### src/hw/rtl/s2e_pkg.sv
// ============================================================================
// s2e_pkg: shared types and constants of the SE(2) exponential map unit
// Fixed-point constants, CORDIC arctangent table and the cell data records.
// ============================================================================
`default_nettype none

package s2e_pkg;

  // Pipeline depths
  localparam int CORDIC_N = 30;
  localparam int DIV_N    = 48;

  // Datapath widths
  localparam int XW = 34;   // CORDIC x/y
  localparam int ZW = 34;   // CORDIC residual angle
  localparam int NW = 48;   // divider numerator / quotient
  localparam int DW = 20;   // divider divisor / remainder
  localparam int IW = 5;    // CORDIC stage index

  // Q.30 constants and the integer Taylor divisor
  localparam logic signed [35:0] Q30_ONE  = 36'sd1073741824;
  localparam logic signed [35:0] PI_Q30   = 36'sd3373259426;
  localparam logic signed [35:0] HALF_PI  = 36'sd1686629713;
  localparam logic signed [35:0] TWO_PI   = 36'sd6746518852;
  localparam logic signed [XW-1:0] CORDIC_K = 34'sd652032874;
  localparam logic [DW-1:0] TAYLOR_DIV = 20'd24;

  // Data carried alongside the angle path
  typedef struct packed {
    logic signed [31:0] dx;
    logic signed [31:0] dy;
    logic signed [19:0] a;
    logic               taylor;
  } side_t;

  // One CORDIC cell's state
  typedef struct packed {
    logic signed [XW-1:0] x;
    logic signed [XW-1:0] y;
    logic signed [ZW-1:0] z;
    logic                 neg;
    side_t                side;
  } cor_t;

  // One divider cell's state (two quotients share one divisor)
  typedef struct packed {
    logic [DW-1:0]      rem_s;
    logic [DW-1:0]      rem_c;
    logic [NW-1:0]      num_s;
    logic [NW-1:0]      num_c;
    logic [NW-1:0]      q_s;
    logic [NW-1:0]      q_c;
    logic [DW-1:0]      d;
    logic               sgn_s;
    logic               sgn_c;
    logic signed [31:0] cs;
    logic signed [31:0] sn;
    side_t              side;
  } div_t;

  // Arctangent of 2^-i in Q.30
  function automatic logic signed [ZW-1:0] atan_q30(input logic [IW-1:0] i);
    logic signed [ZW-1:0] r;
    unique case (i)
      5'd0:  r = 34'sd843314857;
      5'd1:  r = 34'sd497837829;
      5'd2:  r = 34'sd263043837;
      5'd3:  r = 34'sd133525159;
      5'd4:  r = 34'sd67021687;
      5'd5:  r = 34'sd33543516;
      5'd6:  r = 34'sd16775851;
      5'd7:  r = 34'sd8388437;
      5'd8:  r = 34'sd4194283;
      5'd9:  r = 34'sd2097149;
      5'd10: r = 34'sd1048576;
      5'd11: r = 34'sd524288;
      5'd12: r = 34'sd262144;
      5'd13: r = 34'sd131072;
      5'd14: r = 34'sd65536;
      5'd15: r = 34'sd32768;
      5'd16: r = 34'sd16384;
      5'd17: r = 34'sd8192;
      5'd18: r = 34'sd4096;
      5'd19: r = 34'sd2048;
      5'd20: r = 34'sd1024;
      5'd21: r = 34'sd512;
      5'd22: r = 34'sd256;
      5'd23: r = 34'sd128;
      5'd24: r = 34'sd64;
      5'd25: r = 34'sd32;
      5'd26: r = 34'sd16;
      5'd27: r = 34'sd8;
      5'd28: r = 34'sd4;
      5'd29: r = 34'sd2;
      default: r = '0;
    endcase
    return r;
  endfunction

endpackage

`default_nettype wire

### src/hw/rtl/s2e_cordic_cell.sv
// ============================================================================
// s2e_cordic_cell: one rotation-mode CORDIC iteration
// Rotates (x, y) by +/- atan(2^-i) toward zero residual angle and registers.
// ============================================================================
`default_nettype none

module s2e_cordic_cell (
  input  wire logic                   clk,
  input  wire logic                   rst_n,
  input  wire logic                   en,
  input  wire logic [s2e_pkg::IW-1:0] stage_idx,
  input  wire logic                   in_vld,
  input  wire s2e_pkg::cor_t          in_dat,
  output      logic                   out_vld,
  output      s2e_pkg::cor_t          out_dat
);

  logic          vld_r;
  s2e_pkg::cor_t dat_r, dat_nxt;
  logic signed [s2e_pkg::XW-1:0] sx, sy;
  logic signed [s2e_pkg::ZW-1:0] at;

  // Rotate one micro-step
  always_comb begin
    sx = in_dat.x >>> stage_idx;
    sy = in_dat.y >>> stage_idx;
    at = s2e_pkg::atan_q30(stage_idx);
    dat_nxt = in_dat;
    if (!in_dat.z[s2e_pkg::ZW-1]) begin
      dat_nxt.x = in_dat.x - sy;
      dat_nxt.y = in_dat.y + sx;
      dat_nxt.z = in_dat.z - at;
    end else begin
      dat_nxt.x = in_dat.x + sy;
      dat_nxt.y = in_dat.y - sx;
      dat_nxt.z = in_dat.z + at;
    end
  end

  // Advance valid
  always_ff @(posedge clk) begin
    if (!rst_n) begin
      vld_r <= 1'b0;
    end else if (en) begin
      vld_r <= in_vld;
    end
  end

  // Advance payload
  always_ff @(posedge clk) begin
    if (en) begin
      dat_r <= dat_nxt;
    end
  end

  assign out_vld = vld_r;
  assign out_dat = dat_r;

endmodule

`default_nettype wire

### config.mk
export PLATFORM = sky130hd
export DESIGN_NAME = s2e_cordic_cell
export DESIGN_NICKNAME = d
export VERILOG_FILES = /design/src/hw/rtl/s2e_pkg.sv /design/src/hw/rtl/s2e_cordic_cell.sv
export SDC_FILE = /design/constraint.sdc
export NUM_CORES = 1
export LEC_CHECK = 0
export BUFFER_PORTS_ARGS = -buffer_cell sky130_fd_sc_hd__buf_2
export CORE_MARGIN = 2
export CORE_UTILIZATION = 25
export CTS_BUF_LIST = sky130_fd_sc_hd__clkbuf_4
export DETAILED_ROUTE_END_ITERATION = 12
export PLACE_DENSITY_LB_ADDON = 0.2
export RECOVER_POWER = 100
export SYNTH_ARGS = -nofsm -noshare
export SYNTH_HDL_FRONTEND = slang
export SYNTH_SLANG_ARGS = --single-unit
### constraint.sdc
create_clock -name clk -period 7.97 [get_ports clk]
set_input_delay 1.594 -clock clk [delete_from_list [all_inputs] [get_ports clk]]
set_output_delay 1.594 -clock clk [all_outputs]
set_load 0.005 [all_outputs]
Word-level counts from Yosys, hierarchy flattened:

Memory sizes are Yosys's and may differ from the RTL's.
Cells that the tools add are included.

* memories: 1
* memory bits (writable): 0
* latch bits: 0
* output and inout port bits: 189
* register bits: 189
* memory bits (read-only): 960

Memory list
* (no name shown): words 32, width 30, read ports 1, clocked after Yosys merged registers in 0, wr ports 0, RTL line s2e_pkg.sv:64 `unique case (i)`

* equal/unequal tests: 0
* shift-type cells: 2
* bitwise operators: 0
* $lt $le $gt $ge: 0
* multiplexer cells: 1
* add/sub/neg operators: 6
* $mul: 0
* div/mod/pow operators: 0
* reduce and logical (&&, ||, !) cells: 0

Operators with widths (number)
* 34-bit adder: 3
* 102-bit 2-to-1 mux: 1
* 34-bit subtractor: 3
* 34-bit by 5-bit >>> shifter with 34-bit output: 2

Logic depth before layout (Yosys ltp):

Gate-level depths: netlist of the first run.

* depth in word-level cells: 3
* mapped depth: 28
* gate-level depth less buffers: 23

Worst setup path before layout of the first run:

Ideal clock, no wire load.

* path type: in2reg
* start: in stage_idx[3] (netlist bit)
* end: reg dat_r, in the netlist out_dat[187] (data pin)
* buffers on the path: 2
* library setup time: 0.260 ns
* stages: 23
* required time: 7.710 ns
* slack: 1.129 ns
* arrival: 6.581 ns
* cell sequence: buf_2 > buf_2 > mux4_2 > mux2_4 > a221o_1 > nor2_1 > ha_1 > nand4_1 > or4_1 > nor4_1 > nor2_1 > xnor2_1 > ha_1 > and2_1 > a221oi_1 > o21a_1 > o21ai_0 > o2111ai_1 > a31oi_1 > a221o_1 > a221oi_1 > o21ai_0 > xnor2_1

RTL lines
* start, declared: RTL line s2e_cordic_cell.sv:11 `input wire logic [s2e_pkg::IW-1:0] stage_idx,`
* end signal, assigned: RTL line s2e_cordic_cell.sv:52 `dat_r <= dat_nxt;`
* end, declared: RTL line s2e_cordic_cell.sv:19 `s2e_pkg::cor_t dat_r, dat_nxt;`

==> flow_metrics.env, run 1 <==
export IMPL_critPathSlowestCell="mux4_2"
export IMPL_grtUsageTotal_pct=18.9
export IMPL_tightest_slew_ns=4.91
export IMPL_outcome="finished, violations left"
export IMPL_r2r_start="out_vld"
export IMPL_core_area_mm2=0.0719
export IMPL_netlist_instances=1825
export IMPL_dp_hpwl_mm=58.8
export IMPL_required_ns=8.44
export IMPL_drt_iter0_markers=1311
export IMPL_dp_slack_ns=0.300
export IMPL_io_pins=386
export IMPL_final_nets=2544
export IMPL_met2WireLength_mm=33.6
export IMPL_routabilityCongestion=0.950
export IMPL_synth_distinct_cells=101
export IMPL_hold_class="flip-flop to flip-flop"
export IMPL_grt_max_degree=109
export IMPL_syn_mean_instance_area_um2=9.98
export IMPL_final_common_cell="buf_2"
export IMPL_max_vdd_ir_drop_v=0.0000783
export IMPL_relSlewSlack_pct=-227
export IMPL_crit_type="primary input to flip-flop"
export IMPL_overflow=0
export IMPL_yosysTopAreaCell="edfxtp_1"
export IMPL_violations="capacitance limit, slew limit"
export IMPL_pwr_density_cell_mw_per_mm2=177
export IMPL_dp_cells=3165
export IMPL_syn_to_final_growth_pct=19.6
export IMPL_post_synth_instance_area_mm2=0.0182
export IMPL_syn_nets=2135
export IMPL_antenna_found_initial=14
export IMPL_fin_setup_tns_ns=0
export IMPL_start_util_pct=25.3
export IMPL_yosys_warnings=0
export IMPL_dieArea_mm2=0.0750
export IMPL_drt_met1_wl_mm=31.4
export IMPL_cp_cell_sequence="buf_6, buf_12, clkbuf_1, mux4_2, a22o_1, nor3_1, buf_4, and4_1, a21oi_1, xnor2_1, ha_1, o21ai_0, a21oi_1, o211ai_1, o31ai_1, a21oi_1, a2111oi_0, buf_4, o21a_1, o21a_1, o41ai_1, xnor2_1"
export IMPL_route_met3_wl_mm=5.56
export IMPL_cts_tree="built"
export IMPL_firstDrtPassIters=5
export IMPL_drt_wl_total_mm=73.2
export IMPL_die_w_um=274
export IMPL_path_common_cell="a21oi_1"
export IMPL_path_clk_slew_ns=0.15
export IMPL_crit_path_start="stage_idx[0]"
export IMPL_ys_seq_area_share_pct=31.1
export IMPL_rsz0062_at_grt="false"
export IMPL_cts_max_path_buffers=2
export IMPL_synthArstFlopShare_pct=0
export IMPL_clk_latency_ns=0.71
export IMPL_top_layer_used="met5"
export IMPL_regArea_mm2=0.00567
export IMPL_cts_root_buf="clkbuf_4"
export IMPL_multi_input_area_mm2=0.0118
export IMPL_synth_edff_count=188
export IMPL_fin_crit_ns=7.29
export IMPL_final_cell_mix="258 x buf_2, 188 x edfxtp_1, 149 x nor2_1, 145 x a21oi_1, 143 x nand2_1"
export IMPL_drive_gt1_share_pct=23.9
export IMPL_dominantRegCellSynth="edfxtp_1"
export IMPL_cap_violations=1
export IMPL_hold_buffers=0
export IMPL_ys_top_cells_by_area="edfxtp_1 31%, mux4_2 10%, ha_1 7.6%"
export IMPL_postRouteAntennaNets=0
export IMPL_n_fill_cell=7695
export IMPL_htree_levels=4
export IMPL_start_kind="primary input"
export IMPL_drv_slew=82
export IMPL_leakagePower_uw=0.00859
export IMPL_rows=98
export IMPL_fin_skew_ns=0
export IMPL_setup_ws_ns=0.683
export IMPL_fmax_ghz=0.137
export IMPL_hold_viol=0
export IMPL_finalCritPeriodShare_pct=91.4
export IMPL_post_drt_wl_per_cell_um=22.9
export IMPL_drc=0
export IMPL_ctsResizeCount=0
export IMPL_worstPathMaxFanout=44
export IMPL_synth_seq_cells=189
export IMPL_instances_no_fill=3203
export IMPL_final_core_utilization_pct=30.3
export IMPL_yosys_area_top_type_share_pct=31.0
export IMPL_cts_sinks=189
export IMPL_cp_slowest_stage_delay_ns=0.74
export IMPL_setup_worst_path_end_class="flip-flop"
export IMPL_via_per_inst=5.23
export IMPL_cp_arrival_ns=7.76
export IMPL_io_buffers=385
export IMPL_grt_pass1_wl_mm=106
export IMPL_cts_setup_buffers=0
export IMPL_setup_viol=0
export IMPL_die_h_um=274
export IMPL_vias=16700
export IMPL_grt_pass1_vias=16400
export IMPL_numCtsBuffers=17
export IMPL_hold_start="out_vld"
-- final cells by class --
class / instances / share of cell area [%]
multi-input cells: 1492 / 54.4
flip-flops and latches: 189 / 26.0
repair buffers: 485 / 12.0
well taps: 950 / 5.46
inverters: 49 / 0.844
clock inverters: 14 / 0.666
clock buffers: 18 / 0.620
diodes: 6 / 0.0689
-- per-stage QoR --
stage	instance area (µm²)	hold slack (ns)	total power, µW
after floorplan	18200	0.507	2600
after global placement	21700	0.492	3330
after detailed placement	21700	0.519	3330
after CTS	22000	0.547	3940
after global routing	21800	0.566	4140
final	21800	0.540	3860
-- state kept, by name, summed over array words and instances, names as in the netlist --
signal	flops
out_dat	188
out_vld	1
-- worst max-delay path, delay by kind of cell --
kind / cells / cell delay [ns]
compound gates: 11 / 2.53
xor+xnor: 2 / 0.30
buf+inv: 5 / 1.57
fa+ha+maj: 1 / 0.37
simple gates: 2 / 0.59
mux: 1 / 0.74
-- Yosys cell counts (6+ instances only) --
cell       count
nand4_1       11
clkbuf_1      42
mux2_2        23
nand2b_1      18
xor2_1        48
ha_1         110
or2_2         10
a211o_1        6
a22oi_1       15
mux2i_1       65
xnor2_1      131
o2bb2ai_1      7
nor3_1        30
o22ai_1       24
nor2b_1       20
a211oi_1      20
inv_1         47
buf_1          9
and3_1        19
buf_2         29
and2_1        16
o31ai_1       13
a21oi_1      145
o31a_1         6
mux4_2        82
nand3_1       28
a31oi_1       23
o21ai_0       89
a221o_1        6
nand2_1      143
o21ai_1        7
or3_1          8
o21bai_1      14
o221ai_1       9
nor3b_1        6
nor2_1       149
a21o_1        37
edfxtp_1     188
o21a_1        26
a221oi_1       9
-- path summary, 6_finish.rpt --
kind | endpoint | slack [ns] | depth (start not counted)
max | out_dat[152] | 0.68 | 22
min | out_vld | 0.54 | 2
max reg2reg | out_vld | 7.36 | 2
min reg2reg | out_vld | 0.54 | 2
-- where the power goes --
group | internal, µW | switching (µW)
logic | 800 | 1090
registers | 1350 | 48.8
clock network | 146 | 423
total | 2300 | 1560
-- routing by layer --
layer	vias to the layer above	track usage (%)
li1	7843	-
met1	8048	24.0
met2	713	30.6
met3	121	5.07
met4	16	7.27
met5	-	0
-- cell families after synthesis --
| family | share of synthesized area [%] |
|---|---|
| multiplexers | 15.6 |
| adder cells (fa/ha/maj) | 7.89 |
| AO/OA/AOI/OAI | 19.4 |
| AND/OR/NAND/NOR | 13.4 |
| XOR/XNOR | 8.61 |
| flip-flops | 31.1 |
| buffers and inverters | 3.88 |
Power figures use the tool's default switching activity.
==> inputs of run 2 (changes only) <==
- PLACE_DENSITY_LB_ADDON: 0.2 -> 0.3
==> flow_metrics.env, run 2 (synthesis results as in run 1) <==
export IMPL_dp_cells=3203
export IMPL_cp_slowest_stage_delay_ns=0.64
export IMPL_swShare_pct=40.6
export IMPL_cts_setup_buffers=0
export IMPL_largest_register_ff_count=188
export IMPL_finalCritPeriodShare_pct=90.9
export IMPL_grt_pass1_wl_mm=108
export IMPL_worstPathMaxFanout=19
export IMPL_die_h_um=274
export IMPL_pwr_density_cell_mw_per_mm2=180
export IMPL_power_switching_uw=1610
export IMPL_p_seq_share_pct=35.2
export IMPL_hold_viol=0
export IMPL_dieArea_mm2=0.0750
export IMPL_path_clk_slew_ns=0.21
export IMPL_postRouteAntennaNets=0
export IMPL_start_kind="primary input"
export IMPL_power_frac_clock_pct=15.9
export IMPL_start_util_pct=25.3
export IMPL_regArea_mm2=0.00567
export IMPL_cp_arrival_ns=7.77
export IMPL_cap_violations=3
export IMPL_drt_met1_wl_mm=31.9
export IMPL_power_uw=3970
export IMPL_dp_hpwl_mm=59.4
export IMPL_p_int_uw=2360
export IMPL_power_frac_comb_pct=48.9
export IMPL_r2r_setup_slack_ns=7.24
export IMPL_io_buffers=385
export IMPL_drt_wl_total_mm=74.2
export IMPL_rsz0062_at_grt="false"
export IMPL_leakagePower_uw=0.00877
export IMPL_cts_tree="built"
export IMPL_core_area_mm2=0.0719
export IMPL_ctsResizeCount=0
export IMPL_fin_crit_ns=7.24
export IMPL_required_ns=8.49
export IMPL_final_core_utilization_pct=30.7
export IMPL_antenna_found_initial=14
export IMPL_crit_path_start="stage_idx[2]"
export IMPL_io_pins=386
export IMPL_endpoint="out_dat[152]"
export IMPL_outcome="finished, violations left"
export IMPL_die_w_um=274
export IMPL_grtUsageTotal_pct=19.2
export IMPL_r2r_end="out_vld"
export IMPL_numCtsBuffers=17
export IMPL_setup_worst_path_end_class="flip-flop"
export IMPL_fin_setup_tns_ns=0
export IMPL_instances_no_fill=3243
export IMPL_fmax_ghz=0.138
export IMPL_violations="capacitance limit, slew limit"
export IMPL_critPathSlowestCell="nor4_1"
export IMPL_n_fill_cell=7640
export IMPL_setup_ws_ns=0.728
export IMPL_rows=98
export IMPL_cts_max_path_buffers=2
export IMPL_syn_to_final_growth_pct=21.2
export IMPL_htree_levels=4
export IMPL_fin_skew_ns=0
export IMPL_vias=17100
export IMPL_post_drt_wl_per_cell_um=22.9
export IMPL_max_vdd_ir_drop_v=0.0000868
export IMPL_clk_latency_ns=0.74
export IMPL_multi_input_area_mm2=0.0118
export IMPL_cts_root_buf="clkbuf_4"
export IMPL_via_per_inst=5.27
export IMPL_crit_type="primary input to flip-flop"
export IMPL_drc=0
export IMPL_reg2reg_depth=2
export IMPL_routabilityCongestion=0.927
export IMPL_drive_gt1_share_pct=24.8
export IMPL_cp_cell_sequence="buf_2, clkbuf_1, nor3b_1, clkbuf_1, o2bb2ai_1, a311oi_1, nor4_1, nand4_1, nor2_1, a21oi_1, xnor2_1, o21ai_0, ha_1, or3_1, o21ai_0, o31ai_1, a21oi_1, a2111oi_0, buf_4, o21a_1, o21a_1, o41ai_1, xnor2_1"
export IMPL_met2WireLength_mm=35.2
export IMPL_firstDrtPassIters=5
export IMPL_top_layer_used="met5"
export IMPL_final_common_cell="buf_2"
export IMPL_overflow=0
export IMPL_grt_max_degree=89
export IMPL_drv_slew=194
export IMPL_drt_iter0_markers=1501
export IMPL_grt_pass1_vias=16900
export IMPL_hold_class="flip-flop to flip-flop"
export IMPL_final_nets=2582
export IMPL_final_cell_mix="256 x buf_2, 188 x edfxtp_1, 151 x nor2_1, 146 x a21oi_1, 143 x nand2_1"
export IMPL_hold_buffers=0
export IMPL_dp_slack_ns=0.425
export IMPL_r2r_start="out_vld"
export IMPL_setup_viol=0
export IMPL_cts_sinks=189
export IMPL_relSlewSlack_pct=-229
export IMPL_tightest_slew_ns=4.94
export IMPL_route_met3_wl_mm=5.41
==> run 2: power by group through the flow <==
| stage | Combinational [µW] | Clock [µW] | Sequential [µW] |
|---|---|---|---|
| 2_1_floorplan | 1160 | 0 | 1440 |
| 3_3_place_gp | 1970 | 0 | 1420 |
| 3_5_place_dp | 1970 | 0 | 1420 |
| 4_1_cts | 1990 | 677 | 1400 |
| 5_1_grt | 2120 | 700 | 1420 |
| 6_report | 1940 | 631 | 1400 |
==> run 2: stage by stage <==
| stage | hold slack, ns | instance area, µm² |
|---|---|---|
| global placement | 0.500 | 21900 |
| finish | 0.562 | 22100 |
| detailed placement | 0.525 | 21900 |
| CTS | 0.565 | 22300 |
| floorplan | 0.507 | 18200 |
| global route | 0.606 | 22100 |
==> run 2: routing by layer <==
metal / up-vias / track usage (%)
li1: 7930 / -
met1: 8367 / 24.6
met2: 690 / 32.1
met3: 83 / 4.43
met4: 12 / 5.53
met5: - / 0
==> run 2: layout make-up <==
type                    count  area share, %
clock buffers              17          0.578
flip-flops and latches    189           25.7
inverters                  49          0.833
repair buffers            523           13.0
diodes                      8         0.0907
multi-input cells        1492           53.5
well taps                 950           5.39
clock inverters            15          0.958
==> run 2: critical path, delay by kind of cell <==
kind / cells / cell delay [ns]
xor+xnor: 2 / 0.25
simple gates: 5 / 2.21
buf+inv: 4 / 1.36
fa+ha+maj: 1 / 0.35
compound gates: 11 / 1.94
==> run 2: how the worst min path moves through the flow <==
stage | slack, ns | start | cells after the start | to
4_1_cts | 0.57 | out_vld | 2 | out_vld
3_3_place_gp | 0.50 | out_vld | 2 | out_vld
6_report | 0.56 | out_vld | 2 | out_vld
3_5_place_dp | 0.52 | out_vld | 2 | out_vld
2_1_floorplan | 0.51 | out_vld | 2 | out_vld
5_1_grt | 0.61 | out_vld | 2 | out_vld
