`src/hw/rtl/s2e_pkg.sv`:
```
// ============================================================================
// s2e_pkg: shared types and constants of the SE(2) exponential map unit
// Fixed-point constants, CORDIC arctangent table and the cell data records.
// ============================================================================
`default_nettype none

package s2e_pkg;

  // Pipeline depths
  localparam int CORDIC_N = 30;
  localparam int DIV_N    = 48;

  // Datapath widths
  localparam int XW = 34;   // CORDIC x/y
  localparam int ZW = 34;   // CORDIC residual angle
  localparam int NW = 48;   // divider numerator / quotient
  localparam int DW = 20;   // divider divisor / remainder
  localparam int IW = 5;    // CORDIC stage index

  // Q.30 constants and the integer Taylor divisor
  localparam logic signed [35:0] Q30_ONE  = 36'sd1073741824;
  localparam logic signed [35:0] PI_Q30   = 36'sd3373259426;
  localparam logic signed [35:0] HALF_PI  = 36'sd1686629713;
  localparam logic signed [35:0] TWO_PI   = 36'sd6746518852;
  localparam logic signed [XW-1:0] CORDIC_K = 34'sd652032874;
  localparam logic [DW-1:0] TAYLOR_DIV = 20'd24;

  // Data carried alongside the angle path
  typedef struct packed {
    logic signed [31:0] dx;
    logic signed [31:0] dy;
    logic signed [19:0] a;
    logic               taylor;
  } side_t;

  // One CORDIC cell's state
  typedef struct packed {
    logic signed [XW-1:0] x;
    logic signed [XW-1:0] y;
    logic signed [ZW-1:0] z;
    logic                 neg;
    side_t                side;
  } cor_t;

  // One divider cell's state (two quotients share one divisor)
  typedef struct packed {
    logic [DW-1:0]      rem_s;
    logic [DW-1:0]      rem_c;
    logic [NW-1:0]      num_s;
    logic [NW-1:0]      num_c;
    logic [NW-1:0]      q_s;
    logic [NW-1:0]      q_c;
    logic [DW-1:0]      d;
    logic               sgn_s;
    logic               sgn_c;
    logic signed [31:0] cs;
    logic signed [31:0] sn;
    side_t              side;
  } div_t;

  // Arctangent of 2^-i in Q.30
  function automatic logic signed [ZW-1:0] atan_q30(input logic [IW-1:0] i);
    logic signed [ZW-1:0] r;
    unique case (i)
      5'd0:  r = 34'sd843314857;
      5'd1:  r = 34'sd497837829;
      5'd2:  r = 34'sd263043837;
      5'd3:  r = 34'sd133525159;
      5'd4:  r = 34'sd67021687;
      5'd5:  r = 34'sd33543516;
      5'd6:  r = 34'sd16775851;
      5'd7:  r = 34'sd8388437;
      5'd8:  r = 34'sd4194283;
      5'd9:  r = 34'sd2097149;
      5'd10: r = 34'sd1048576;
      5'd11: r = 34'sd524288;
      5'd12: r = 34'sd262144;
      5'd13: r = 34'sd131072;
      5'd14: r = 34'sd65536;
      5'd15: r = 34'sd32768;
      5'd16: r = 34'sd16384;
      5'd17: r = 34'sd8192;
      5'd18: r = 34'sd4096;
      5'd19: r = 34'sd2048;
      5'd20: r = 34'sd1024;
      5'd21: r = 34'sd512;
      5'd22: r = 34'sd256;
      5'd23: r = 34'sd128;
      5'd24: r = 34'sd64;
      5'd25: r = 34'sd32;
      5'd26: r = 34'sd16;
      5'd27: r = 34'sd8;
      5'd28: r = 34'sd4;
      5'd29: r = 34'sd2;
      default: r = '0;
    endcase
    return r;
  endfunction

endpackage

`default_nettype wire

```
`src/hw/rtl/s2e_div_cell.sv`:
```
// ============================================================================
// s2e_div_cell: one restoring-division step for two quotients
// Shifts in one numerator bit per quotient and subtracts the shared divisor.
// ============================================================================
`default_nettype none

module s2e_div_cell (
  input  wire logic          clk,
  input  wire logic          rst_n,
  input  wire logic          en,
  input  wire logic          in_vld,
  input  wire s2e_pkg::div_t in_dat,
  output      logic          out_vld,
  output      s2e_pkg::div_t out_dat
);

  logic          vld_r;
  s2e_pkg::div_t dat_r, dat_nxt;
  logic [s2e_pkg::DW:0] ts, tc, dd;

  // Compare and subtract one bit of each quotient
  always_comb begin
    dat_nxt = in_dat;
    dd = {1'b0, in_dat.d};
    ts = {in_dat.rem_s, in_dat.num_s[s2e_pkg::NW-1]};
    tc = {in_dat.rem_c, in_dat.num_c[s2e_pkg::NW-1]};
    dat_nxt.num_s = {in_dat.num_s[s2e_pkg::NW-2:0], 1'b0};
    dat_nxt.num_c = {in_dat.num_c[s2e_pkg::NW-2:0], 1'b0};
    if (ts >= dd) begin
      dat_nxt.rem_s = s2e_pkg::DW'(ts - dd);
      dat_nxt.q_s   = {in_dat.q_s[s2e_pkg::NW-2:0], 1'b1};
    end else begin
      dat_nxt.rem_s = ts[s2e_pkg::DW-1:0];
      dat_nxt.q_s   = {in_dat.q_s[s2e_pkg::NW-2:0], 1'b0};
    end
    if (tc >= dd) begin
      dat_nxt.rem_c = s2e_pkg::DW'(tc - dd);
      dat_nxt.q_c   = {in_dat.q_c[s2e_pkg::NW-2:0], 1'b1};
    end else begin
      dat_nxt.rem_c = tc[s2e_pkg::DW-1:0];
      dat_nxt.q_c   = {in_dat.q_c[s2e_pkg::NW-2:0], 1'b0};
    end
  end

  // Advance valid
  always_ff @(posedge clk) begin
    if (!rst_n) begin
      vld_r <= 1'b0;
    end else if (en) begin
      vld_r <= in_vld;
    end
  end

  // Advance payload
  always_ff @(posedge clk) begin
    if (en) begin
      dat_r <= dat_nxt;
    end
  end

  assign out_vld = vld_r;
  assign out_dat = dat_r;

endmodule

`default_nettype wire

```
`config.mk`:
```
export PLATFORM = sky130hd
export DESIGN_NAME = s2e_div_cell
export DESIGN_NICKNAME = d
export VERILOG_FILES = /design/src/hw/rtl/s2e_pkg.sv /design/src/hw/rtl/s2e_div_cell.sv
export SDC_FILE = /design/constraint.sdc
export NUM_CORES = 1
export LEC_CHECK = 0
export BUFFER_PORTS_ARGS = -buffer_cell sky130_fd_sc_hd__buf_4
export CELL_PAD_IN_SITES_DETAIL_PLACEMENT = 2
export CELL_PAD_IN_SITES_GLOBAL_PLACEMENT = 2
export CORE_AREA = 4 4 318 320
export CTS_BUF_LIST = sky130_fd_sc_hd__clkbuf_16
export DETAILED_ROUTE_END_ITERATION = 12
export DIE_AREA = 0 0 322 324
export HOLD_SLACK_MARGIN = 0.08
export PLACE_DENSITY = 0.48
export SETUP_SLACK_MARGIN = 0.5
export SLEW_MARGIN = 20
export SYNTH_ARGS = -nofsm -noshare
export SYNTH_HDL_FRONTEND = slang
export SYNTH_SLANG_ARGS = --single-unit
```
`constraint.sdc`:
```
create_clock -name clk -period 5.6 [get_ports clk]
set_input_delay 0.56 -clock clk [delete_from_list [all_inputs] [get_ports clk]]
set_output_delay 0.56 -clock clk [all_outputs]
set_load 0.03 [all_outputs]
```
### Word level (Yosys, flattened, before mapping)

Index checks and enable logic that the tools add are counted.

| operators by class | value |
|---|---|
| mux-type cells | 4 |
| order comparisons | 2 |
| add/sub/neg operators | 2 |

Operators with widths:

| operator | number |
|---|---|
| >= comparator 21 x 20 -> 1 bit | 2 |
| two-way mux 20 bit | 2 |
| subtractor 20 bit | 2 |
| two-way mux 1 bit | 2 |

| word-level totals | value |
|---|---|
| input bits | 407 |
| output and inout port bits | 404 |
| bits in registers | 402 |
| word-level logic and storage cells | 24 |

### Longest topological paths before layout

Gate-level depths: netlist of the first run.

| logic depth | value |
|---|---|
| depth after elaboration | 2 |
| depth in mapped cells | 11 |
| mapped depth without buffers | 9 |

### Least setup slack after synthesis of the first run

No wires, ideal clock.

| timing | value |
|---|---|
| path type | input to register |
| start | input in_dat[158] in the netlist's numbering |
| end | register dat_r (netlist bit out_dat[395]), data pin |
| arrival time | 2.700 ns |
| path slack | 2.640 ns |
| buffers on the path | 2 |
| stages | 10 |
| library setup time | 0.260 ns |
| required time | 5.340 ns |
| path through | inv_1 ha_1 buf_2 nand4_1 or3_4 o41ai_4 nor2_2 inv_6 buf_12 mux2_4 |

RTL lines:

| item | line | RTL |
|---|---|---|
| from (decl) | s2e_div_cell.sv:12 | `input wire s2e_pkg::div_t in_dat,` |
| to (signal assigned) | s2e_div_cell.sv:57 | `dat_r <= dat_nxt;` |
| to (decl) | s2e_div_cell.sv:18 | `s2e_pkg::div_t dat_r, dat_nxt;` |

==> impl_metrics.yaml, run 1 <==
drt:
  first_pass_iters: 4
  routed_wl_mm: 86.8
  dr_total_vias: 12400
  viasPerCell: 3.72
  drc: 0
  post_drt_wl_per_cell_um: 26.0
  detail-route-antenna-nets: 0
  dr.first_iter.drc_count: 617
setup_path:
  crit_path_end_kind: "flip-flop"
  path_cells: "dlygate4sd3_1, buf_4, inv_1, ha_1, nand2_1, or3_4, a21o_1, a31oi_2, nor2_2, inv_6, mux2_2"
  critical_path.max_fanout: 19
  cp.arrival_ns: 3.73
  cp_slowest_stage_delay_ns: 0.59
  cp_top_family: "buffers and inverters"
  critical_path_buf_inv_count: 4
  start_kind: "input port"
  crit_slowest_cell: "dlygate4sd3_1"
  worstPathRequired_ns: 5.95
  path_class: "input port to flip-flop"
clock_network:
  cts_tree: "done"
  cts.htree.levels: 2
  post_cts_resized: 0
  clockRootBuffer: "clkbuf_16"
  clk_latency_ns: 0.62
  cts_sinks: 402
  clk_pin_slew_ns: 0.05
  cts_buffers: 52
  clock_path_buffers: 3
timing:
  finalCritPeriodShare_pct: 60.3
  setup_violations: 0
  skew_ns: 0
  hold_viol: 0
  fin_setup_tns_ns: 0
  rsz0062_at_grt: "false"
  slew_headroom_pct: 38.6
  worstMarginPinSlew_ns: 0.921
  drv_slew: 0
  finalCriticalPeriod_ns: 3.38
  fmax_mhz: 296
layout:
  layout-drive-gt1-share_pct: 45.4
  synthToLayoutAreaGrowth_pct: 86.1
  nets: 2437
  ff_latch_area_mm2: 0.0121
  nFillCells: 10500
  multiInputGateArea_mm2: 0.00263
  fin_cells: 3340
synth:
  ys_seq_elements: 402
  yosysWarnings: 0
  synth-edff-count: 401
  avgSynthCellArea_um2: 18.7
  synthArstFlopShare_pct: 0
  synth_area_mm2: 0.0149
  netlist_instances: 794
  synth_cell_types: 65
  ys.flop_type: "edfxtp_1"
  ys_seq_area_share_pct: 81.0
placed_design:
  place.gp.congestion: 0.825
  place_inst: 2879
  port_buffers: 806
  dpl.hpwl_mm: 67.0
outcome:
  status: "completed"
die:
  die_area_mm2: 0.104
  initial_core_util_pct: 15.2
  die_w_um: 322
  core-area_mm2: 0.0981
  io_pins: 811
  die_y_um: 324
  num_rows: 115
global_route:
  antenna_found_initial: 30
  grt_pass1_wl_mm: 115
  grtUsageTotal_pct: 15.8
  grt_pass1_vias: 14000
  grt_max_degree: 135
  grt_overflow: 0
power_and_ir_drop:
  powerDensity_mw_per_mm2: 327
  p_leak_uw: 0.0114
  total_power_uw: 9060
  irDropWorstVdd_mv: 0.197
min_path:
  min_path_type: "input port to flip-flop"
run:
  cap_violations: 0
cell families after synthesis:
kind of cell	synth area share [%]
flops	81.0
simple gates	3.92
buf+inv	1.35
compound gates	5.76
xor+xnor	1.65
mux	2.63
other cells	0.0252
fa+ha+maj	3.63
per-stage QoR:
step / worst slack, ns / area (um2) / util [%] / hold WS, ns
4_1_cts: 2.20 / 27600 / 28.2 / 0.0811
5_1_grt: 2.02 / 27700 / 28.2 / 0.107
6_report: 2.22 / 27700 / 28.2 / 0.144
3_5_place_dp: 1.98 / 22500 / 23.0 / 0.526
2_1_floorplan: 2.64 / 14900 / - / 0.640
3_3_place_gp: 2.03 / 22500 / 23.0 / 0.506
worst reg2reg max path, delay by kind of cell, from the launching register on:
kind | cells | cell delay [ns]
multiplexers | 1 | 0.13
AND/OR/NAND/NOR | 1 | 0.06
flip-flops | 1 | 0.31
registers in the layout, summed over array words and instances (netlist names):
register	cells
out_dat	401
out_vld	1
final cells by class:
cell class	count	area share, %
Clock buffer	52	4.70
Antenna cell	25	0.226
Inverter	32	0.452
Sequential cell	402	43.5
Clock inverter	42	1.39
Tap cell	1287	5.81
Multi-Input combinational cell	349	9.48
Timing Repair Buffer	1151	34.4
synthesized netlist by cell type, types with 2 or more instances:
master	instances	area share, %
nor2_1	26	0.66
o211ai_1	6	0.30
ha_1	40	3.4
a211oi_1	5	0.25
o311ai_0	2	0.12
o22a_1	2	0.12
clkbuf_1	6	0.15
mux2_2	25	1.9
a31oi_1	2	0.084
mux2_4	4	0.40
xnor2_1	15	0.88
a31o_2	2	0.12
inv_1	30	0.76
o31ai_1	2	0.10
and2_1	2	0.084
and3_1	2	0.084
mux2i_1	5	0.34
a41o_1	2	0.13
edfxtp_1	401	81
nand3b_1	2	0.10
buf_2	2	0.067
nor3b_1	3	0.15
nand2_1	33	0.83
nand4_1	6	0.25
buf_4	3	0.15
nor2b_1	6	0.25
nor3_1	10	0.34
o21ai_0	26	0.87
a211o_1	3	0.18
o21a_1	10	0.50
xor2_1	13	0.77
nand2b_1	7	0.29
a21oi_1	38	1.3
or3_1	2	0.084
and4_1	2	0.12
fa_1	2	0.27
a21o_1	9	0.45
o31a_1	2	0.12
nand3_1	10	0.34
layout by cell type (no fill, tap or decap), drive strengths merged, types with 6 or more instances in the layout:
cell type	count
buf	809
edfxtp	401
dlygate4sd3	342
clkbuf	52
inv	46
ha	40
a21oi	38
nand2	33
mux2	29
nor2	27
o21ai	26
diode	25
clkinv	18
xnor2	15
xor2	13
o21a	11
nor3	10
nand3	10
a21o	9
nand2b	7
nand4	6
nor2b	6
o211ai	6
bufinv	6
final timing paths:
path	from	end	slack, ns	cells past startpoint
worst max register to register	out_vld	out_vld	4.99	2
worst min register to register	out_vld	out_vld	0.54	2
worst min-delay path	in_dat[154]	out_dat[154]	0.14	1
worst max-delay path	in_dat[160]	out_dat[390]	2.22	11
where the power goes:
part	leakage (uW)	internal (uW)	total, uW	switching (uW)
clock	0.000857	1960	3370	1400
sequential	0.00393	3620	3720	96.0
combinational	0.00660	805	1970	1170
total	0.0114	6390	9060	2670
layer usage:
layer,wire (um),vias to the layer above,share of wire (%),global-route usage [%]
li1,-,5528,-,-
met1,29900,6207,34,16.2
met2,45400,531,52,28.8
met4,4520,14,5.2,8.09
met5,90,-,0.10,0
met3,6930,143,8.0,5.04
repair_timing:
action	CTS	global route
buffers inserted	0	0
endpoints found under the hold margin	342	0
endpoints found under the setup margin	0	0
hold buffers	342	0
Note: power is estimated with default switching activity, not from simulation.
==> run 2, diff against run 1 <==
--- a/config.mk
+++ b/config.mk
@@ -13,7 +13,7 @@
 export DETAILED_ROUTE_END_ITERATION = 12
 export DIE_AREA = 0 0 322 324
 export HOLD_SLACK_MARGIN = 0.08
-export PLACE_DENSITY = 0.48
+export PLACE_DENSITY = 0.5
 export SETUP_SLACK_MARGIN = 0.5
 export SLEW_MARGIN = 20
 export SYNTH_ARGS = -nofsm -noshare
==> constraint.sdc (replaced) <==
create_clock -name clk -period 3.1 [get_ports clk]
set_input_delay 0.31 -clock clk [delete_from_list [all_inputs] [get_ports clk]]
set_output_delay 0.31 -clock clk [all_outputs]
set_load 0.03 [all_outputs]
==> run 2 against run 1 <==
  * Combinational power increased by 88%
  * Largest power group unchanged
  * Hold slack better by 0.018 ns
  * Design area rose by 3.2%
  * Sequential share of layout area shrank 1.3 points
  * Setup slack worse by 1.7 ns
==> impl_metrics.yaml, run 2 (synthesis gave the netlist of run 1 again) <==
global_route:
  grtUsageTotal_pct: 15.9
  grt_pass1_vias: 14600
  grt_pass1_wl_mm: 117
  antenna_found_initial: 27
  grt_max_degree: 77
  grt_overflow: 0
min_path:
  min_path_type: "input port to flip-flop"
drt:
  detail-route-antenna-nets: 0
  first_pass_iters: 5
  drc: 0
  viasPerCell: 3.78
  dr.first_iter.drc_count: 774
  post_drt_wl_per_cell_um: 25.8
  dr_total_vias: 12900
  routed_wl_mm: 88.3
clock_network:
  clockRootBuffer: "clkbuf_16"
  cts_buffers: 51
  clk_pin_slew_ns: 0.06
  cts_tree: "done"
  clk_latency_ns: 0.61
  cts_sinks: 402
  clock_path_buffers: 3
  cts.htree.levels: 2
die:
  core-area_mm2: 0.0981
  die_w_um: 322
  die_area_mm2: 0.104
  num_rows: 115
  die_y_um: 324
  io_pins: 811
  initial_core_util_pct: 15.2
power_and_ir_drop:
  irDropWorstVdd_mv: 0.353
  p_leak_uw: 0.0118
  powerDensity_mw_per_mm2: 570
setup_path:
  path_class: "input port to flip-flop"
  start_kind: "input port"
  cp.arrival_ns: 2.89
  critical_path.max_fanout: 17
  r2r_slack_ns: 1.93
  worstPathRequired_ns: 3.45
  crit_path_end_kind: "flip-flop"
layout:
  final_cell_mix: "829 x buf_4, 401 x edfxtp_1, 397 x dlygate4sd3_1"
  layout-drive-gt1-share_pct: 46.0
  synthToLayoutAreaGrowth_pct: 92.1
  largest_register_ff_count: 401
  nets: 2523
  final_common_cell: "buf_4"
  fin_cells: 3418
timing:
  hold_slack_ns: 0.163
  rsz0062_at_grt: "true"
  skew_ns: 0
  worstMarginPinSlew_ns: 0.791
  setup_ws_ns: 0.556
  finalCritPeriodShare_pct: 82.1
  finalCriticalPeriod_ns: 2.54
  fin_setup_tns_ns: 0
  slew_headroom_pct: 47.3
  fmax_mhz: 393
  setup_violations: 0
  hold_viol: 0
  drv_slew: 0
outcome:
  status: "completed"
placed_design:
  dpl.hpwl_mm: 66.5
  place.gp.congestion: 0.818
  port_buffers: 806
  dp_worst_setup_slack_ns: 0.0633
  place_inst: 2905
run:
  cap_violations: 0
## run 2: cell count changes in the layout (fill, tap and decap cells not counted), moves of 3 or more
cell           previous run  this run
ha_1                     40        35
dlygate4sd3_1           342       397
o21ai_1                   0         4
bufinv_16                 6         3
a21oi_2                   0         4
ha_2                      0         3
buf_4                   806       829
buf_12                    2         9
diode_2                  25        18
clkinv_4                  0         3
o21ai_0                  26        22
a21oi_1                  38        34
## run 2: critical path: stages
cell and delay (ns):
dlygate4sd3_1 0.53, buf_4 0.14, ha_1 0.28, nand4_1 0.10, buf_4 0.19, nor4_2 0.34
a21oi_2 0.12, o31a_1 0.14, o21a_2 0.16, inv_2 0.07, buf_12 0.16, mux2_2 0.35
## run 2: final timing paths
kind                        to  cells after the start        start
hold / removal    out_dat[384]                      3  in_dat[383]
hold reg to reg        out_vld                      3      out_vld
setup reg to reg       out_vld                      3      out_vld
setup / recovery  out_dat[370]                     12  in_dat[375]
## run 2: metrics by stage
stage | instance area [um2] | util (%) | total power (uW)
floorplan | 14900 | - | 8270
global placement | 22800 | 23.3 | 10000
detailed placement | 22800 | 23.3 | 10100
CTS | 28400 | 28.9 | 16500
global route | 28600 | 29.1 | 17000
finish | 28600 | 29.1 | 16300
## run 2: cell type report
| type | instances | area [um2] |
|---|---|---|
| fillers | 10400 | 69500 |
| flip-flops and latches | 402 | 12100 |
| repair buffers | 1237 | 10400 |
| multi-input cells | 349 | 2720 |
| well taps | 1287 | 1610 |
| clock buffers | 52 | 1300 |
| clock inverters | 40 | 308 |
| inverters | 32 | 125 |
| diodes | 18 | 45.0 |
| repair inverters | 1 | 6.26 |
## run 2: metal layers
metal	global-route usage (%)	vias to the layer above	share of wire (%)
met3	5.04	137	7.7
met2	29.6	555	52
met4	7.52	16	5.3
met1	16.3	6515	34
met5	0	-	0.12
li1	-	5695	-
## run 2: where the power goes
group	internal (uW)	switching (uW)
Combinational	1560	2150
Sequential	6540	183
Clock	3300	2570
## run 2: timing repair
action                                  CTS  global route
buffers inserted                          0             5
resized for setup                         0            27
hold endpoints to repair                396             0
endpoints found under the setup margin    0            33
hold buffers                            397             0
==> run 3, diff against run 2 <==
--- a/config.mk
+++ b/config.mk
@@ -8,10 +8,10 @@
 export BUFFER_PORTS_ARGS = -buffer_cell sky130_fd_sc_hd__buf_4
 export CELL_PAD_IN_SITES_DETAIL_PLACEMENT = 2
 export CELL_PAD_IN_SITES_GLOBAL_PLACEMENT = 2
-export CORE_AREA = 4 4 318 320
+export CORE_AREA = 4 4 310 312
 export CTS_BUF_LIST = sky130_fd_sc_hd__clkbuf_16
 export DETAILED_ROUTE_END_ITERATION = 12
-export DIE_AREA = 0 0 322 324
+export DIE_AREA = 0 0 314 316
 export HOLD_SLACK_MARGIN = 0.08
 export PLACE_DENSITY = 0.5
 export SETUP_SLACK_MARGIN = 0.5
==> constraint.sdc (replaced) <==
create_clock -name clk -period 2.55 [get_ports clk]
set_input_delay 0.255 -clock clk [delete_from_list [all_inputs] [get_ports clk]]
set_output_delay 0.255 -clock clk [all_outputs]
set_load 0.03 [all_outputs]
==> run 3 against run 2 <==
  * Design area increased by 2.8%
  * Hold slack got worse by 0.037 ns
  * Non-clock buffer count increased by 80
  * Combinational power increased by 26%
  * Via count increased by 1.0%
  * Critical path type unchanged
  * Largest cell class unchanged
==> impl_metrics.yaml, run 3 (synthesis gave the netlist of run 1 again) <==
outcome:
  status: "completed"
die:
  die_area_mm2: 0.0992
  num_rows: 112
  core-area_mm2: 0.0930
  io_pins: 811
  die_w_um: 314
  initial_core_util_pct: 16.0
  die_y_um: 316
layout:
  largest_register_ff_count: 401
  postLayoutCellArea_mm2: 0.0294
  layout-drive-gt1-share_pct: 48.4
  final_common_cell: "buf_4"
  fin_util_pct: 31.6
  final_cell_mix: "910 x buf_4, 401 x edfxtp_1, 399 x dlygate4sd3_1"
  synthToLayoutAreaGrowth_pct: 97.5
  nets: 2603
  fin_cells: 3461
placed_design:
  port_buffers: 806
  place_inst: 2954
  place.gp.congestion: 0.830
  dpl.hpwl_mm: 65.0
  place_area_mm2: 0.0237
clock_network:
  clk_pin_slew_ns: 0.06
  clk_latency_ns: 0.64
  cts_tree: "done"
  cts.htree.levels: 2
  cts_buffers: 52
  clock_path_buffers: 3
  clockRootBuffer: "clkbuf_16"
  cts_sinks: 402
global_route:
  grt_max_degree: 70
  grtUsageTotal_pct: 16.5
  grt_overflow: 0
  grt_pass1_vias: 14800
  antenna_found_initial: 20
  grt_pass1_wl_mm: 116
setup_path:
  path_class: "input port to flip-flop"
  start_kind: "input port"
  cp_slowest_stage_delay_ns: 0.40
  worstPathRequired_ns: 2.90
  cp.arrival_ns: 2.33
  critical_path.max_fanout: 9
  path_cells: "buf_4, inv_1, ha_4, nand4_1, nor4_4, a21oi_2, o31a_1, o21a_4, inv_4, buf_12, mux2_2"
  critical_path_buf_inv_count: 4
  cp_top_family: "simple AND/OR/NAND/NOR gates"
  worstReg2RegStart: "out_vld"
  crit_slowest_cell: "nor4_4"
  crit_start: "in_dat[167]"
  crit_path_end_kind: "flip-flop"
min_path:
  min_path_type: "input port to flip-flop"
  min_from: "in_dat[314]"
timing:
  setup_violations: 0
  skew_ns: 0
  fmax_mhz: 505
  rsz0062_at_grt: "true"
  fin_setup_tns_ns: 0
  finalCritPeriodShare_pct: 77.6
  drv_slew: 0
  finalCriticalPeriod_ns: 1.98
  hold_viol: 0
drt:
  drc: 0
  detail-route-antenna-nets: 0
  routed_wl_mm: 85.1
  dr_total_vias: 13100
  post_drt_wl_per_cell_um: 24.6
  first_pass_iters: 5
  dr.first_iter.drc_count: 710
  viasPerCell: 3.77
power_and_ir_drop:
  clkPwrFrac_pct: 36.0
  intPower_uw: 14100
  irDropWorstVdd_mv: 0.470
  p_seq_share_pct: 40.7
  pwr-share-comb_pct: 23.4
  switching_power_uw: 5950
  p_leak_uw: 0.0122
  powerDensity_mw_per_mm2: 683
  p_sw_share_pct: 29.6
run:
  cap_violations: 0
## run 3: metal layers
layer	up-vias	track usage [%]	share of wire (%)
li1	5848	-	-
met1	6542	17.2	35
met2	498	30.4	53
met3	139	5.24	7.6
met4	24	7.17	4.5
met5	-	0	0.21
## run 3: final cells by class
type                            instances  area, um2
Fill cell                            9890      63600
Antenna cell                           12       30.0
Clock inverter                         43        338
Inverter                               32        169
Multi-Input combinational cell        349       2950
Timing Repair Buffer                 1317      11000
Clock buffer                           52       1300
Tap cell                             1254       1570
Sequential cell                       402      12100
## run 3: timing repair
item | CTS | global route
endpoints found under the setup margin | 0 | 10
hold buffers | 399 | 0
resized for setup | 0 | 10
hold endpoints to repair | 428 | 0
setup buffers | 0 | 1
## run 3: final timing paths
path / end / slack, ns / cells past startpoint
worst max register to register: out_vld / 1.38 / 3
worst max-delay path: out_dat[369] / 0.57 / 11
worst min-delay path: out_dat[363] / 0.13 / 3
worst min register to register: out_vld / 1.09 / 3
## run 3: tightest hold or removal path, delay by kind of cell
kind,cells,cell delay (ns)
muxes,1,0.11
buffers and inverters,2,0.18
## run 3: power by group through the flow
stage	combinational (uW)	clock, uW	sequential [uW]
3_5_place_dp	4170	0	8280
3_3_place_gp	4120	0	8270
6_report	4690	7220	8160
4_1_cts	4750	7510	8160
5_1_grt	4940	7820	8220
2_1_floorplan	736	0	9410
## run 3: stage by stage
| stage | total power [uW] | hold WS [ns] | setup slack (ns) |
|---|---|---|---|
| 2_1_floorplan | 10100 | 0.354 | 0.164 |
| 6_report | 20100 | 0.126 | 0.570 |
| 3_3_place_gp | 12400 | 0.433 | -0.128 |
| 4_1_cts | 20400 | 0.0801 | 0.572 |
| 3_5_place_dp | 12500 | 0.434 | -0.149 |
| 5_1_grt | 21000 | 0.114 | 0.500 |
